## config.mk

```make
export PLATFORM = sky130hd
export DESIGN_NAME = circular_double_ended_queue_unit
export DESIGN_NICKNAME = d
export VERILOG_FILES = /design/src/rtl/cdeq_pkg.sv /design/src/rtl/circular_double_ended_queue_unit.sv
export SDC_FILE = /design/constraint.sdc
export NUM_CORES = 1
export LEC_CHECK = 0
export BUFFER_PORTS_ARGS = -buffer_cell sky130_fd_sc_hd__buf_2
export CORE_MARGIN = 5
export CORE_UTILIZATION = 53
export CTS_BUF_LIST = sky130_fd_sc_hd__clkbuf_8
export CTS_CLUSTER_DIAMETER = 50
export DETAILED_ROUTE_END_ITERATION = 8
export PLACE_DENSITY = 0.73
export SETUP_SLACK_MARGIN = 0.02
export SLEW_MARGIN = 30
export SYNTH_ARGS = -nofsm -noshare
export SYNTH_HDL_FRONTEND = slang
export SYNTH_SLANG_ARGS = --single-unit
```

## constraint.sdc

```tcl
create_clock -name clk -period 11.98 [get_ports clk]
set_input_delay 1.797 -clock clk [delete_from_list [all_inputs] [get_ports clk]]
set_output_delay 1.797 -clock clk [all_outputs]
set_load 0.01 [all_outputs]
```

## src/rtl/cdeq_pkg.sv

```systemverilog
package cdeq_pkg;

    localparam int DEPTH = 16;
    localparam int IDX_W = (DEPTH > 1) ? $clog2(DEPTH) : 1;
    localparam int CNT_W = $clog2(DEPTH + 1);

    localparam logic [2:0] OP_PUSH_FRONT = 3'd0;
    localparam logic [2:0] OP_PUSH_BACK  = 3'd1;
    localparam logic [2:0] OP_POP_FRONT  = 3'd2;
    localparam logic [2:0] OP_POP_BACK   = 3'd3;
    localparam logic [2:0] OP_TRAVERSE   = 3'd4;

    localparam logic [1:0] ST_OK    = 2'd0;
    localparam logic [1:0] ST_EMPTY = 2'd1;
    localparam logic [1:0] ST_FULL  = 2'd2;

    typedef struct packed {
        logic [2:0]         func;
        logic signed [31:0] value;
    } req_t;

    typedef struct packed {
        logic signed [31:0] data;
        logic [1:0]         status;
        logic               last;
    } rsp_t;

endpackage

```

## src/rtl/circular_double_ended_queue_unit.sv

```systemverilog
// Push and pop: the request is accepted, then the ring is updated and the result is
// registered when the output register is free. Traverse: entries are read from the
// ring memory by a registered read, front to back, and emitted in S_TRAV_EMIT.
// A result sits in an output register, so the next request is taken while it waits.
// Reset (rst_n, asynchronous) empties the queue; ring contents are not cleared.
module circular_double_ended_queue_unit (
    input  logic           clk,
    input  logic           rst_n,
    input  logic           req_valid,
    output logic           req_ready,
    input  cdeq_pkg::req_t req,
    output logic           rsp_valid,
    input  logic           rsp_ready,
    output cdeq_pkg::rsp_t rsp
);
    import cdeq_pkg::*;

    localparam logic [1:0] S_IDLE      = 2'd0;
    localparam logic [1:0] S_EXEC      = 2'd1;
    localparam logic [1:0] S_TRAV_RD   = 2'd2;
    localparam logic [1:0] S_TRAV_EMIT = 2'd3;

    localparam logic [IDX_W-1:0] IDX_MAX = IDX_W'(DEPTH - 1);
    localparam logic [IDX_W:0]   DEPTH_X = (IDX_W + 1)'(DEPTH);
    localparam logic [CNT_W-1:0] CNT_FULL = CNT_W'(DEPTH);

    logic [1:0]       state_reg, state_next;
    logic [IDX_W-1:0] front_reg, front_next;
    logic [CNT_W-1:0] count_reg, count_next;
    logic [IDX_W-1:0] idx_reg, idx_next;
    req_t             op_reg, op_next;
    logic             out_valid_reg, out_valid_next;
    rsp_t             out_reg, out_next;

    logic [31:0]      mem [DEPTH];
    logic [31:0]      rd_data_reg;
    logic             we;
    logic [IDX_W-1:0] waddr;
    logic [IDX_W-1:0] rd_addr;
    logic [IDX_W:0]   rd_sum;
    logic [IDX_W:0]   back_sum;
    logic [IDX_W-1:0] back_slot;
    logic [IDX_W-1:0] front_dec;
    logic [IDX_W-1:0] front_inc;
    logic             out_free;
    logic             is_full;
    logic             is_empty;
    logic             trav_last;

    assign is_full  = (count_reg == CNT_FULL);
    assign is_empty = (count_reg == '0);
    assign out_free = !out_valid_reg || rsp_ready;

    assign front_dec = (front_reg == '0) ? IDX_MAX : front_reg - 1'b1;
    assign front_inc = (front_reg == IDX_MAX) ? '0 : front_reg + 1'b1;

    // count is below DEPTH whenever a back push is taken
    assign back_sum  = {1'b0, front_reg} + {1'b0, count_reg[IDX_W-1:0]};
    assign back_slot = (back_sum >= DEPTH_X) ? IDX_W'(back_sum - DEPTH_X) : back_sum[IDX_W-1:0];

    assign rd_sum  = {1'b0, front_reg} + {1'b0, idx_reg};
    assign rd_addr = (rd_sum >= DEPTH_X) ? IDX_W'(rd_sum - DEPTH_X) : rd_sum[IDX_W-1:0];

    assign trav_last = ({1'b0, idx_reg} + 1'b1) == (IDX_W + 1)'(count_reg);

    always_ff @(posedge clk)
    begin
        if (we)
        begin
            mem[waddr] <= op_reg.value;
        end
        rd_data_reg <= mem[rd_addr];
    end

    always_comb
    begin
        state_next     = state_reg;
        front_next     = front_reg;
        count_next     = count_reg;
        idx_next       = idx_reg;
        op_next        = op_reg;
        out_valid_next = out_valid_reg && !rsp_ready;
        out_next       = out_reg;
        we             = 1'b0;
        waddr          = back_slot;

        unique case (state_reg)
            S_IDLE:
            begin
                if (req_valid)
                begin
                    op_next    = req;
                    idx_next   = '0;
                    state_next = S_EXEC;
                end
            end
            S_EXEC:
            begin
                if (out_free)
                begin
                    out_valid_next = 1'b1;
                    out_next       = '{data: '0, status: ST_OK, last: 1'b1};
                    state_next     = S_IDLE;
                    unique case (op_reg.func)
                        OP_PUSH_FRONT:
                        begin
                            if (is_full)
                            begin
                                out_next.status = ST_FULL;
                            end
                            else
                            begin
                                we         = 1'b1;
                                waddr      = front_dec;
                                front_next = front_dec;
                                count_next = count_reg + 1'b1;
                            end
                        end
                        OP_PUSH_BACK:
                        begin
                            if (is_full)
                            begin
                                out_next.status = ST_FULL;
                            end
                            else
                            begin
                                we         = 1'b1;
                                count_next = count_reg + 1'b1;
                            end
                        end
                        OP_POP_FRONT:
                        begin
                            if (is_empty)
                            begin
                                out_next.status = ST_EMPTY;
                            end
                            else
                            begin
                                front_next = front_inc;
                                count_next = count_reg - 1'b1;
                            end
                        end
                        OP_POP_BACK:
                        begin
                            if (is_empty)
                            begin
                                out_next.status = ST_EMPTY;
                            end
                            else
                            begin
                                count_next = count_reg - 1'b1;
                            end
                        end
                        OP_TRAVERSE:
                        begin
                            if (is_empty)
                            begin
                                out_next.status = ST_EMPTY;
                            end
                            else
                            begin
                                // first entry is being read this cycle
                                out_valid_next = out_valid_reg && !rsp_ready;
                                out_next       = out_reg;
                                state_next     = S_TRAV_EMIT;
                            end
                        end
                        default:
                        begin
                            // unused codes: plain ok, nothing changes
                        end
                    endcase
                end
            end
            S_TRAV_RD:
            begin
                state_next = S_TRAV_EMIT;
            end
            S_TRAV_EMIT:
            begin
                if (out_free)
                begin
                    out_valid_next = 1'b1;
                    out_next = '{data: rd_data_reg, status: ST_OK, last: trav_last};
                    if (trav_last)
                    begin
                        idx_next   = '0;
                        state_next = S_IDLE;
                    end
                    else
                    begin
                        idx_next   = idx_reg + 1'b1;
                        state_next = S_TRAV_RD;
                    end
                end
            end
            default:
            begin
                state_next = S_IDLE;
            end
        endcase
    end

    always_ff @(posedge clk or negedge rst_n)
    begin
        if (!rst_n)
        begin
            state_reg     <= S_IDLE;
            front_reg     <= '0;
            count_reg     <= '0;
            idx_reg       <= '0;
            out_valid_reg <= 1'b0;
        end
        else
        begin
            state_reg     <= state_next;
            front_reg     <= front_next;
            count_reg     <= count_next;
            idx_reg       <= idx_next;
            out_valid_reg <= out_valid_next;
        end
    end

    always_ff @(posedge clk)
    begin
        op_reg  <= op_next;
        out_reg <= out_next;
    end

    assign req_ready = (state_reg == S_IDLE);
    assign rsp_valid = out_valid_reg;
    assign rsp       = out_reg;

endmodule

```

==> flow_metrics.py <==
metrics = {
    "clock_tree": {
        "insertion_delay_ns": 0.69,
        "cts_resized": 0,
        "h-tree-depth": 3,
        "hold_buffers": 0,
        "cts.sinks": 630,
        "cts_buffer_depth": 3,
        "cts-root-buf": "clkbuf_8",
        "numCtsBuffers": 96,
        "clk_pin_slew_worst_paths_ns": 0.06,
        "cts_setup_buffers": 0,
        "cts_tree": "yes",
    },
    "drt": {
        "wl_per_cell_um": 23.8,
        "drc": 0,
        "routed-via-count": 11700,
        "wl_um": 48000,
        "drt-initial-drc-count": 994,
        "highest_layer": "met4",
        "met3_length_um": 2970,
        "wl_met1_um": 20400,
        "antenna_left": 0,
        "drtPass1Iterations": 5,
        "detailroute.wirelength.met2_um": 23800,
        "viasPerCell": 5.80,
    },
    "critical_path": {
        "r2r_cells": 9,
        "rrSetupSlack_ns": 7.40,
        "cp_data_required_time_ns": 12.50,
        "crit_buf_inv": 3,
        "r2r-start": "front_reg[0]",
        "slowest_stage": "fa_4",
        "r2r_end": "rd_data_reg[16]",
        "start_kind": "flop",
        "cp_max_fo": 52,
        "crit_type": "flop to flop",
        "cp_cell_sequence": "ha_4 -> inv_1 -> fa_4 -> buf_4 -> buf_4 -> mux4_2 -> and2_1 -> a211oi_1 -> a31oi_1",
        "critPathMaxStageDelay_ns": 1.15,
        "crit_family": "buffers and inverters",
        "crit_path_frequent_cell": "buf_4",
        "startpoint": "front_reg[0]",
        "arrival_ns": 5.09,
        "end_kind": "flop",
    },
    "final_layout": {
        "post-route-cell-area_mm2": 0.0273,
        "largest_reg_flops": 512,
        "final_common_cell": "edfxtp_1",
        "fillers": 3180,
        "area_growth_pct": 13.7,
        "drive_gt1_frac": 0.277,
        "layout_common_cells": "edfxtp_1, mux4_2, clkbuf_8, nand2_1, buf_2",
        "nNetsFinal": 1383,
        "fin_cells": 2012,
        "post-route-util": 0.605,
    },
    "sta": {
        "finalCriticalPeriod_ns": 4.58,
        "setup_tns_ns": 0,
        "skew_ns": 0.0327,
        "slew_violations": 0,
        "worstMarginPinSlew_ns": 0.977,
        "hold_viol_final": 0,
        "fmax_ghz": 0.219,
        "worst_slack_ns": 7.40,
        "fin_crit_sh": 0.382,
        "rsz0062_at_grt": "false",
        "relSlewSlack": 0.349,
        "setup_viol": 0,
    },
    "synthesis": {
        "yosys_warnings": 0,
        "synth-simple-area-share": 0.0438,
        "synth_top_family_by_area": "multiplexers",
        "synth_ff_type": "edfxtp_1",
        "synthMuxAreaShare": 0.121,
        "synth_edf_count": 582,
        "synth_xor_area_frac": 0.00730,
        "ys_ff_latch": 630,
        "synth-compound-area-share": 0.0330,
        "yosysUniqueCellTypes": 50,
        "ys_async_sr_fraction": 0.0254,
        "ys_seq_area_frac": 0.772,
        "synth_area_mm2": 0.0240,
        "syn-num-nets": 1243,
        "synth_cells": 1189,
        "synth_fa_ha_area_frac": 0.00876,
        "postSynthAreaPerCell_um2": 20.2,
    },
    "worst_hold_path": {
        "whs_endpoint": "rsp[12]",
        "hold_start": "rd_data_reg[9]",
        "worstHoldPathType": "flop to flop",
        "whs_path_depth": 1,
    },
    "global_routing": {
        "overflow": 0,
        "grt_max_degree": 65,
        "antenna_found_initial": 1,
        "grt.total_usage": 0.198,
        "grt_pass1_wl_um": 74600,
        "grt_pass1_vias": 12300,
    },
    "place": {
        "portBuffers": 75,
        "postPlaceCellArea_mm2": 0.0254,
        "dpl.cell_count": 1831,
        "place_congestion": 0.769,
        "dp_slack_ns": 7.36,
        "dp_hpwl_um": 27300,
    },
    "run_status": {
        "outcome": "complete, no violations",
    },
    "die": {
        "ios": 76,
        "num_rows": 78,
        "core_area_mm2": 0.0451,
        "die-width_um": 223,
        "dieArea_mm2": 0.0496,
        "start_util": 0.532,
        "die_y_um": 223,
    },
    "power": {
        "power_density_mw_per_mm2": 277,
        "irDropWorstVdd_uv": 278,
        "p_leak_nw": 9.14,
    },
    "run": {
        "maxCapViolCount": 0,
    },
}
==> metal layers <==
layer  vias to the layer above  GRT usage
li1                       5122          -
met1                      6077      0.278
met2                       405      0.318
met3                        70     0.0425
met4                         0     0.0591
met5                         -          0
==> cells in the mapped netlist, types with 2 or more instances <==
master / n / area [um^2]
nand2b_1: 3 / 18.8
o32a_1: 2 / 20.0
o21ai_0: 13 / 65.1
clkbuf_1: 37 / 139
dfrtp_1: 16 / 400
nor2_1: 17 / 63.8
o21ba_2: 2 / 20.0
a21o_1: 3 / 22.5
dfxtp_1: 32 / 641
buf_1: 5 / 18.8
o31a_1: 2 / 17.5
nor3_1: 3 / 15.0
or3_1: 2 / 12.5
nor2b_1: 12 / 75.1
and2_1: 35 / 219
buf_4: 7 / 52.6
a21oi_1: 7 / 35.0
buf_2: 11 / 55.1
fa_1: 3 / 60.1
edfxtp_1: 582 / 17500
nand2_1: 79 / 297
mux4_2: 128 / 2880
and2_0: 2 / 12.5
a31oi_1: 35 / 219
nand3b_1: 3 / 22.5
xnor2_1: 14 / 123
mux2i_1: 3 / 30.0
nand4_1: 3 / 18.8
o2111ai_1: 2 / 17.5
xor2_1: 6 / 52.6
nand3_1: 6 / 30.0
a211oi_1: 33 / 248
o31ai_1: 3 / 22.5
and3_1: 32 / 200
o32ai_1: 2 / 17.5
nor4_1: 2 / 12.5
o22ai_1: 3 / 18.8
ha_1: 12 / 150
inv_1: 16 / 60.1
==> metrics by stage <==
stage          hold WS (ns)  total power [mW]
2_1_floorplan         0.519              5.05
3_3_place_gp          0.525              5.85
3_5_place_dp          0.529              5.91
4_1_cts               0.542              7.62
5_1_grt               0.552              7.98
6_report              0.541              7.54
==> kinds of logic after synthesis <==
kind of cell / Yosys count
buf+inv: 76
mux: 131
simple gates: 204
compound gates: 113
flops: 630
xor+xnor: 20
fa+ha+maj: 15
==> report_power, final <==
group | switching (mW) | total (mW) | internal [mW]
sequential | 0.154 | 2.89 | 2.73
clock | 0.813 | 1.71 | 0.892
combinational | 1.64 | 2.95 | 1.31
==> how the worst max path moves through the flow <==
stage,to,slack [ns],cells past startpoint
final,rd_data_reg[16],7.40,9
after global routing,rd_data_reg[16],7.18,9
after CTS,rd_data_reg[16],7.37,9
after detailed placement,mem[5][14],7.36,6
after global placement,mem[6][14],7.34,6
after floorplan,mem[0][0],7.15,5
==> final cells by class <==
class,instances,area (um^2),share of cell area
sequential,630,18500,0.679
multi-input combinational,483,5310,0.195
clock buffer,110,1510,0.0555
tap,600,751,0.0275
timing repair buffer,102,721,0.0264
clock inverter,70,388,0.0142
inverter,16,60.1,0.00220
antenna,1,2.50,0.0000918
No activity file was read; power rests on OpenSTA's default activity.
